`src/design/i2cm_pkg.sv`:
```
// ----------------------------------------------------------------------------
// i2cm_pkg
// Shared types and constants for the I2C master bit sequencer.
// ----------------------------------------------------------------------------
package i2cm_pkg;

    localparam int CMD_W   = 3;
    localparam int BYTE_W  = 8;
    localparam int PHASE_W = 2;
    localparam int BIT_W   = 3;

    localparam int S_TDATA_W = 24;
    localparam int M_TDATA_W = 16;

    typedef enum logic [CMD_W-1:0] {
        CMD_START    = 3'd0,
        CMD_STOP     = 3'd1,
        CMD_WRITE    = 3'd2,
        CMD_READ     = 3'd3,
        CMD_SEND_ACK = 3'd4,
        CMD_RECV_ACK = 3'd5
    } t_cmd;

    typedef struct packed {
        logic               is_scl;
        logic               level;
        logic [BYTE_W-1:0]  rd_value;
        logic               last;
        logic [PHASE_W-1:0] nxt_phase;
        logic [BIT_W-1:0]   nxt_bit;
    } t_pin_op;

endpackage

```
`src/design/i2cm_step.sv`:
```
// ----------------------------------------------------------------------------
// i2cm_step
// Decodes one pin write from the command and its phase/bit position.
// ----------------------------------------------------------------------------
module i2cm_step
    import i2cm_pkg::*;
(
    input  logic [CMD_W-1:0]   i_cmd,
    input  logic [PHASE_W-1:0] i_phase,
    input  logic [BIT_W-1:0]   i_bit,
    input  logic [BYTE_W-1:0]  i_tx_byte,
    input  logic               i_ack_out,
    input  logic [BYTE_W-1:0]  i_line_bits,
    input  logic               i_line_ack,
    output t_pin_op            o_op
);

    logic             w_bit_last;
    logic [BIT_W-1:0] w_bit_inc;
    logic [BIT_W-1:0] w_tx_idx;

    assign w_bit_last = (i_bit == {BIT_W{1'b1}});
    assign w_bit_inc  = i_bit + BIT_W'(1);
    assign w_tx_idx   = {BIT_W{1'b1}} - i_bit;

    always_comb begin
        o_op           = '0;
        o_op.nxt_phase = i_phase + PHASE_W'(1);
        o_op.nxt_bit   = i_bit;
        case (t_cmd'(i_cmd))
            CMD_START: begin
                o_op.is_scl = i_phase[0];
                o_op.level  = (i_phase == 2'd0) || (i_phase == 2'd1);
                o_op.last   = (i_phase == 2'd3);
            end
            CMD_STOP: begin
                o_op.is_scl = (i_phase == 2'd1);
                o_op.level  = (i_phase != 2'd0);
                o_op.last   = (i_phase == 2'd2);
            end
            CMD_WRITE: begin
                o_op.is_scl = (i_phase != 2'd0);
                o_op.level  = (i_phase == 2'd0) ? i_tx_byte[w_tx_idx] : (i_phase == 2'd1);
                o_op.last   = (i_phase == 2'd2) && w_bit_last;
                if (i_phase == 2'd2) begin
                    o_op.nxt_phase = 2'd0;
                    o_op.nxt_bit   = w_bit_inc;
                end
            end
            CMD_READ: begin
                o_op.is_scl = (i_phase != 2'd0);
                o_op.level  = (i_phase != 2'd2);
                o_op.last   = (i_phase == 2'd2) && w_bit_last;
                if (o_op.last) begin
                    o_op.rd_value = i_line_bits;
                end
                if (i_phase == 2'd2) begin
                    o_op.nxt_phase = 2'd1;
                    o_op.nxt_bit   = w_bit_inc;
                end
            end
            CMD_SEND_ACK: begin
                o_op.is_scl = (i_phase != 2'd0);
                o_op.level  = (i_phase == 2'd0) ? i_ack_out : (i_phase == 2'd1);
                o_op.last   = (i_phase == 2'd2);
            end
            CMD_RECV_ACK: begin
                o_op.is_scl = (i_phase != 2'd0);
                o_op.level  = (i_phase != 2'd2);
                o_op.last   = (i_phase == 2'd2);
                if (o_op.last) begin
                    o_op.rd_value = {{(BYTE_W-1){1'b0}}, i_line_ack};
                end
            end
            default: begin
                o_op = '0;
            end
        endcase
    end

endmodule

```
`src/design/i2c_master_bit_sequencer.sv`:
```
// ----------------------------------------------------------------------------
// i2c_master_bit_sequencer
// Expands I2C bus commands into the ordered run of SCL/SDA pin writes.
// ----------------------------------------------------------------------------
// Usage:
//   s_axis carries one command item: start, stop, write byte, read byte,
//   send ack or receive ack, with the byte to send and the sampled SDA levels.
//   m_axis carries one item per pin write: SCL and SDA levels after the write,
//   the read byte / ack bit on the final write of a read, and tlast on the
//   final write of each command.
//   An accepted command goes to the command registers; its first pin write is
//   then registered into the output register. Pin writes follow one per cycle
//   unless m_axis stalls; a command yields 4 (start), 3 (stop, acks), 17 (read)
//   or 24 (write) pin writes, set by the pin-write counter. The next command is
//   accepted as the current command's last pin write is registered, back to back.
//   Unused command codes are accepted and produce no items.
//   Reset: both pins return to released (high), no command pending, output
//   empty. A stall on m_axis holds the output register and the pin-write
//   counter; a command is still accepted while the sequencer is idle.
// ----------------------------------------------------------------------------
module i2c_master_bit_sequencer
    import i2cm_pkg::*;
(
    input  logic                 i_clk,
    input  logic                 i_rst_n,
    input  logic                 s_axis_tvalid,
    output logic                 s_axis_tready,
    // cmd[2:0], tx_byte[10:3], ack_out[11], line_bits[19:12], line_ack[20], zero pad
    input  logic [S_TDATA_W-1:0] s_axis_tdata,
    output logic                 m_axis_tvalid,
    input  logic                 m_axis_tready,
    // scl_level[0], sda_level[1], read_value[9:2], zero pad
    output logic [M_TDATA_W-1:0] m_axis_tdata,
    output logic                 m_axis_tlast
);

    logic               r_busy;
    logic [CMD_W-1:0]   r_cmd;
    logic [BYTE_W-1:0]  r_tx_byte;
    logic               r_ack_out;
    logic [BYTE_W-1:0]  r_line_bits;
    logic               r_line_ack;
    logic [PHASE_W-1:0] r_phase;
    logic [BIT_W-1:0]   r_bit;
    logic               r_scl;
    logic               r_sda;

    logic               r_ovalid;
    logic               r_oscl;
    logic               r_osda;
    logic [BYTE_W-1:0]  r_orv;
    logic               r_olast;

    t_pin_op            w_op;
    logic               w_adv;
    logic               w_fire;
    logic               w_accept;
    logic               w_in_valid_cmd;
    logic               n_scl;
    logic               n_sda;

    i2cm_step u_step (
        .i_cmd       (r_cmd),
        .i_phase     (r_phase),
        .i_bit       (r_bit),
        .i_tx_byte   (r_tx_byte),
        .i_ack_out   (r_ack_out),
        .i_line_bits (r_line_bits),
        .i_line_ack  (r_line_ack),
        .o_op        (w_op)
    );

    assign w_adv          = !r_ovalid || m_axis_tready;
    assign w_fire         = r_busy && w_adv;
    assign s_axis_tready  = !r_busy || (w_fire && w_op.last);
    assign w_accept       = s_axis_tvalid && s_axis_tready;
    assign w_in_valid_cmd = (s_axis_tdata[2:0] <= CMD_W'(CMD_RECV_ACK));

    assign n_scl = w_op.is_scl ? w_op.level : r_scl;
    assign n_sda = w_op.is_scl ? r_sda : w_op.level;

    always_ff @(posedge i_clk) begin
        if (!i_rst_n) begin
            r_busy   <= 1'b0;
            r_scl    <= 1'b1;
            r_sda    <= 1'b1;
            r_ovalid <= 1'b0;
            r_phase  <= '0;
            r_bit    <= '0;
        end else begin
            if (w_fire) begin
                r_scl    <= n_scl;
                r_sda    <= n_sda;
                r_ovalid <= 1'b1;
            end else if (m_axis_tready) begin
                r_ovalid <= 1'b0;
            end
            if (w_accept) begin
                r_busy  <= w_in_valid_cmd;
                r_phase <= '0;
                r_bit   <= '0;
            end else if (w_fire) begin
                r_phase <= w_op.nxt_phase;
                r_bit   <= w_op.nxt_bit;
                if (w_op.last) begin
                    r_busy <= 1'b0;
                end
            end
        end
    end

    always_ff @(posedge i_clk) begin
        if (w_accept) begin
            r_cmd       <= s_axis_tdata[2:0];
            r_tx_byte   <= s_axis_tdata[10:3];
            r_ack_out   <= s_axis_tdata[11];
            r_line_bits <= s_axis_tdata[19:12];
            r_line_ack  <= s_axis_tdata[20];
        end
        if (w_fire) begin
            r_oscl  <= n_scl;
            r_osda  <= n_sda;
            r_orv   <= w_op.rd_value;
            r_olast <= w_op.last;
        end
    end

    assign m_axis_tvalid = r_ovalid;
    assign m_axis_tdata  = {{(M_TDATA_W-BYTE_W-2){1'b0}}, r_orv, r_osda, r_oscl};
    assign m_axis_tlast  = r_olast;

endmodule

```
`config.mk`:
```
export PLATFORM = sky130hd
export DESIGN_NAME = i2c_master_bit_sequencer
export DESIGN_NICKNAME = d
export VERILOG_FILES = /design/src/design/i2cm_pkg.sv /design/src/design/i2cm_step.sv /design/src/design/i2c_master_bit_sequencer.sv
export SDC_FILE = /design/constraint.sdc
export NUM_CORES = 1
export LEC_CHECK = 0
export BUFFER_PORTS_ARGS = -buffer_cell sky130_fd_sc_hd__buf_2
export CORE_AREA = 5 5 70 72
export CTS_BUF_LIST = sky130_fd_sc_hd__clkbuf_4 sky130_fd_sc_hd__clkbuf_8 sky130_fd_sc_hd__clkbuf_16
export CTS_CLUSTER_DIAMETER = 60
export DETAILED_ROUTE_END_ITERATION = 10
export DIE_AREA = 0 0 75 77
export GPL_ROUTABILITY_DRIVEN = 0
export PLACE_DENSITY_LB_ADDON = 0.3
export SLEW_MARGIN = 10
export SYNTH_ARGS = -nofsm -noshare
export SYNTH_HDL_FRONTEND = slang
export SYNTH_SLANG_ARGS = --single-unit
```
`constraint.sdc`:
```
create_clock -name i_clk -period 2.2 [get_ports i_clk]
set_input_delay 0.33 -clock i_clk [delete_from_list [all_inputs] [get_ports i_clk]]
set_output_delay 0.33 -clock i_clk [all_outputs]
set_load 0.01 [all_outputs]
```
# ---- Word level (Yosys, flattened, before mapping)
# Index checks and enable logic that the tools add are counted.
dict set report totals {
  rom_bits 0
  ram_bits 0
  in_bits 28
  memories 0
  latchBits 0
  regBits 41
  wordCells 75
}
dict set report classes {
  n_div 0
  mul 0
  n_shift 0
  n_reduce_logical 22
  mux 19
  n_eq_ne 12
  n_bitwise 2
  order_cmp 2
  add_sub_neg 3
}
# operator count
set ops {}
lappend ops {{one-hot mux 8 bit (2 select lines)} 1}
lappend ops {{one-hot mux 5 bit (3 select lines)} 1}
lappend ops {{2-to-1 mux 1 bit} 11}
lappend ops {{2-to-1 mux 5 bit} 2}
lappend ops {{one-hot mux 2 bit (5 select lines)} 1}
lappend ops {{equality test 3 bit, second input constant} 3}
lappend ops {{2-to-1 mux 8 bit} 1}
lappend ops {{nonzero test 2 bit} 4}
lappend ops {{equality test 3 x 2 -> 1 bit, second input constant} 2}
lappend ops {{OR reduction 2 bit} 3}
lappend ops {{equality test 2 bit, second input constant} 2}
lappend ops {{logical AND 1 bit} 4}
lappend ops {{less-than comparator 3 x 4 -> 1 bit, second input constant} 1}
lappend ops {{!= test 2 x 1 -> 1 bit, second input constant} 2}
lappend ops {{AND reduction 4 bit} 1}
lappend ops {{OR reduction 4 bit} 1}
lappend ops {{adder 3 x 1 -> 3 bit, second input constant} 1}
lappend ops {{binary-select mux 1 bit (select 3 bit)} 1}
lappend ops {{equality test 3 x 1 -> 1 bit, second input constant} 1}
lappend ops {{<= comparator 3 bit, second input constant} 1}
lappend ops {{zero test 3 bit} 1}
lappend ops {{logical OR 1 bit} 3}
lappend ops {{one-hot mux 1 bit (3 select lines)} 1}
lappend ops {{OR reduction 3 bit} 1}
lappend ops {{8 further kinds} 10}

# ---- Depth between registers and ports, before layout
dict set report logic_depth {
  word_depth 8
  mapped_depth 6
  mapped_depth_nobuf 6
}

# ---- By module
# From an unflattened synthesis, not the netlist that was laid out.
dict set report hier_totals {
  hier_cells 162
  hier_area_um2 1944.4
}
# module seq_area_each_um2 n_inst cells_per_inst area_each_um2
set by_module_without_submodules {}
lappend by_module_without_submodules {i2c_master_bit_sequencer 1141.1 1 89 1467.7}
lappend by_module_without_submodules {i2cm_step 0.0 1 73 476.7}

# ---- Worst setup path after synthesis
# Ideal clock, no wire load.
dict set report synth_path {
  path_kind {flip-flop to flip-flop}
  start {register r_cmd[0]}
  end {register r_ack_out, enable pin}
  stages_incl_launch_ff 6
  t_arrival_ps 1803
  setup_slack_ps 18
  t_required_ps 1821
  setup_ps 379
  path_buffers 1
  cell_sequence {edfxtp_1 > buf_6 > or3b_1 > a21o_1 > a21oi_1 > o21a_1}
}
dict set report synth_between {
  elab_chain_len 6
  elab_cells_between_ends 12
  cone_classes {eq/ne: 5; mux: 1; reduce/logical: 6}
}
# item line_no
set synth_rtl {}
lappend synth_rtl {{start, declared} i2c_master_bit_sequencer.sv:38} ;# logic [CMD_W-1:0] r_cmd;
lappend synth_rtl {{start signal, assigned} i2c_master_bit_sequencer.sv:114} ;# r_cmd <= s_axis_tdata[2:0];
lappend synth_rtl {{equality test 3 x 1 -> 1 bit, or another cell as far along} i2cm_step.sv:30} ;# case (t_cmd'(i_cmd))
lappend synth_rtl {{OR reduction 3 bit (no source line) / OR reduction 2 bit (equally long branches)} --}
lappend synth_rtl {{one-hot mux 1 bit (3 select lines) *} i2cm_step.sv:30}
lappend synth_rtl {{logical AND 1 bit *} i2c_master_bit_sequencer.sv:75} ;# assign s_axis_tready = !r_busy || (w_fire && w_op.last);
lappend synth_rtl {{logical OR 1 bit *} i2c_master_bit_sequencer.sv:75}
lappend synth_rtl {{logical AND 1 bit *} i2c_master_bit_sequencer.sv:76} ;# assign w_accept = s_axis_tvalid && s_axis_tready;
lappend synth_rtl {{via w_accept} i2c_master_bit_sequencer.sv:57} ;# logic w_accept;
lappend synth_rtl {{end signal, assigned} i2c_master_bit_sequencer.sv:116} ;# r_ack_out <= s_axis_tdata[11];
lappend synth_rtl {{end, declared} i2c_master_bit_sequencer.sv:40} ;# logic r_ack_out;
# Mark *: on every way through the listed nets, which the timed path passes. The rest lies on a longest branch.
# A chain may end at the register's enable or synchronous reset.

# ---- Worst setup path after layout
dict set report layout_path {
  start {register r_phase[0]}
  end {output port s_axis_tready}
}
dict set report layout_between {
  elab_chain_len 5
  elab_cells_between_ends 6
  cone_classes {eq/ne: 2; mux: 1; reduce/logical: 3}
}
# item line_no
set layout_rtl {}
lappend layout_rtl {{start, declared} i2c_master_bit_sequencer.sv:43} ;# logic [PHASE_W-1:0] r_phase;
lappend layout_rtl {{start signal, assigned} i2c_master_bit_sequencer.sv:103} ;# r_phase <= w_op.nxt_phase;
lappend layout_rtl {{equality test 2 bit} --}
lappend layout_rtl {{logical AND 1 bit} {i2cm_step.sv:44, i2cm_step.sv:53}}
lappend layout_rtl {{one-hot mux 1 bit (3 select lines) *} i2cm_step.sv:30}
lappend layout_rtl {{logical AND 1 bit *} i2c_master_bit_sequencer.sv:75}
lappend layout_rtl {{logical OR 1 bit *} i2c_master_bit_sequencer.sv:75}
lappend layout_rtl {{end, declared} i2c_master_bit_sequencer.sv:27} ;# output logic s_axis_tready,
# Every way passes the cells marked *; elsewhere a longest branch is shown, timed or not.

==> flow_summary.yaml <==
global_routing:
  grt_usage: 0.134
  grt_pass1_vias: 1297
  antenna_found_initial: 0
  grt_max_degree: 17
  grt_overflow: 0
  grt_first_pass_wirelength_um: 5930
power_and_ir_drop:
  p_sw_frac: 0.229
  power_density_mw_per_mm2: 682
  vdd_ir_drop_max_uv: 442
  pwr-share-seq: 0.575
  p_leak_nw: 0.919
  pwr-share-comb: 0.110
  p_total_mw: 1.57
  p_clk_frac: 0.314
  p_switching_mw: 0.359
  p_int_mw: 1.21
critical_path:
  cp.depth: 6
  critPathKind: "reg2out"
  cp.arrival_ps: 1810
  reg2reg_from: "r_phase[0]$_SDFFE_PP0P_"
  critPathMaxStageDelay_ps: 390
  cp-start-kind: "register"
  critPathCapture: "s_axis_tready"
  startpoint: "r_phase[0]$_SDFFE_PP0P_"
  cp.required_ps: 1870
  r2r_cells: 7
  reg2reg_slack_ps: 200
  crit_fanout: 6
  r2r_end: "r_line_bits[5]$_DFFE_PP_"
  critical_path.top_delay_family: "simple AND/OR/NAND/NOR gates"
  critPathBufInv: 1
  path_cells: "ha_4 -> or3b_1 -> a21o_1 -> a21oi_2 -> nand2b_4 -> buf_4"
  slowest_stage: "dfxtp_4"
  cp-end-kind: "output pin"
worst_hold_path:
  hold_path_class: "in2reg"
  min_path_cells: 1
cells_and_area:
  n_fill_cell: 353
  final_nets: 227
  antenna_cells: 0
  instances_no_fill: 244
  layout-drive-gt1-share: 0.359
  areaGrowthSynthToFinish_pct: 21.6
synthesis:
  synthArstFlopShare: 0
  synth_cell_types: 45
  ys_warn_count: 0
  yosysMostFrequentCell: "edfxtp_1"
  ys_ff_latch: 41
  netlist_area_mm2: 0.00189
  syn_inst: 144
  synth_commonest_cells: "edfxtp_1, dfxtp_1, inv_1, buf_4, ha_1"
  synth_top_area_frac: 0.508
  synth.largest_area_cell: "edfxtp_1"
  synth_flop_cell: "edfxtp_1"
  syn_area_per_cell_um2: 13.1
  ys_seq_area_frac: 0.603
  synth_edf_count: 32
  synth.area.top_cells: "edfxtp_1, dfxtp_1, ha_1"
clock_network:
  htree_levels: 2
  hold_buffers: 0
  root_buffer: "clkbuf_8"
  clk_path_buf_depth: 2
  insertion_delay_ps: 280
  cts_sinks: 41
  cts_buffers: 5
  clkTransAtPathRegs_ps: 70
  cts_tree: "built"
timing:
  drv_slew: 0
  max_freq_mhz: 467
  fin_crit_ps: 2140
  finalClockSkew_ps: 3.46
  period_share: 0.972
  hold_violations: 0
  max_slew_margin: 0.574
  tightest_slew_ps: 632
  setup-violations-final: 0
drt:
  wl_met2_um: 1960
  drc: 0
  post_drt_wl_per_cell_um: 14.9
  viasPerCell: 5.16
  wl_met3_um: 244
  ant_nets: 0
  first_pass_iters: 4
  wirelength_um: 3630
  dr.max_layer_used: "met4"
  drt_iter0_drc: 83
  vias: 1258
  drt-met1-wl_um: 1400
outcome:
  status: "complete, no violations"
die:
  start_util: 0.447
  dieArea_mm2: 0.00578
  core_mm2: 0.00423
  io_pins: 47
  rows: 24
  die_w_um: 75
  die_h_um: 77
placement:
  portBuffers: 37
  place_inst: 232
  dp_hpwl_um: 2770
flow_run:
  maxCapViolCount: 0
-- area by class of cell --
cell class                      count  area (um2)  area share
Sequential cell                    41        1150       0.500
Multi-Input combinational cell     88         691       0.300
Timing Repair Buffer               46         268       0.116
Clock buffer                        7        83.8      0.0365
Tap cell                           52        65.1      0.0283
Inverter                            9        33.8      0.0147
Clock inverter                      1        8.76     0.00381
-- registers in the layout, summed over array words and instances, names as in the netlist --
| signal | flops |
|---|---|
| r_line_ack | 1 |
| r_osda | 1 |
| r_orv | 8 |
| m_axis_tvalid | 1 |
| r_tx_byte | 8 |
| r_oscl | 1 |
| r_line_bits | 8 |
| r_phase | 2 |
| r_cmd | 3 |
| r_busy | 1 |
| r_bit | 3 |
| m_axis_tlast | 1 |
| r_ack_out | 1 |
| r_sda | 1 |
| r_scl | 1 |
-- per-layer routing --
metal / up-vias / global-route usage
met5: - / 0
met4: 0 / 0.0480
met3: 2 / 0.0444
met2: 39 / 0.227
met1: 599 / 0.154
li1: 618 / -
-- metrics by stage --
step / setup TNS, ps / utilization / instance area [um2] / hold WS (ps) / setup slack, ps
4_1_cts: 0 / 0.526 / 2230 / 204 / 29.1
3_3_place_gp: 0 / 0.503 / 2130 / 490 / 208
5_1_grt: -30.8 / 0.543 / 2300 / 194 / -30.8
6_report: 0 / 0.543 / 2300 / 216 / 60.9
3_5_place_dp: 0 / 0.503 / 2130 / 508 / 165
2_1_floorplan: 0 / - / 1910 / 419 / 18.2
-- kinds of logic after synthesis --
group                    count (synthesis)  share of synthesized area
flip-flops                              41                      0.603
AO/OA/AOI/OAI                           26                      0.103
XOR/XNOR                                 1                    0.00463
AND/OR/NAND/NOR                         39                      0.116
adder cells (fa/ha/maj)                  8                     0.0529
multiplexers                             8                     0.0575
other                                    1                    0.00198
buffers and inverters                   20                     0.0608
-- repair_timing --
item,CTS,global route
cloned,0,0
pin swaps,0,3
buffers inserted,0,4
resized for setup,2,10
endpoints found under the setup margin,1,1
-- cell usage in the layout (no fill, tap or decap), types with 2 or more instances in the layout --
cell type	count
edfxtp_1	32
mux2_2	3
nor2_1	6
nand3_1	4
nor3_1	5
conb_1	6
buf_4	9
nand2b_1	2
ha_1	6
mux4_2	2
mux2i_1	3
dfxtp_1	6
inv_1	9
dfxtp_4	2
buf_2	36
nand2_1	4
o21ai_0	5
nor4_1	2
clkbuf_4	2
ha_4	2
clkbuf_8	5
and2_1	7
a21oi_1	3
a22oi_1	2
-- power by group through the flow --
stage | Combinational [mW] | Sequential, mW | Clock [mW]
floorplan | 0.109 | 0.918 | 0
CTS | 0.166 | 0.902 | 0.510
finish | 0.173 | 0.902 | 0.493
global placement | 0.160 | 0.917 | 0
detailed placement | 0.165 | 0.919 | 0
global route | 0.191 | 0.907 | 0.552
-- worst min path at each step --
| stage | startpoint | end |
|---|---|---|
| finish | s_axis_tdata[3] | r_tx_byte[0]$_DFFE_PP_ |
| floorplan | i_rst_n | r_sda$_SDFFE_PN1P_ |
| CTS | s_axis_tdata[5] | r_tx_byte[2]$_DFFE_PP_ |
| global route | s_axis_tdata[12] | r_line_bits[0]$_DFFE_PP_ |
| global placement | r_scl$_SDFFE_PN1P_ | r_scl$_SDFFE_PN1P_ |
| detailed placement | s_axis_tdata[5] | r_tx_byte[2]$_DFFE_PP_ |
-- worst reg2reg max path, cell delays in order, from the launching register on --
cell	delay [ps]
dfxtp_4	390
ha_4	130
or3b_1	330
a21o_1	220
a21oi_2	190
buf_4	130
o21a_1	160
buf_12	160
Power figures use the tool's default switching activity.
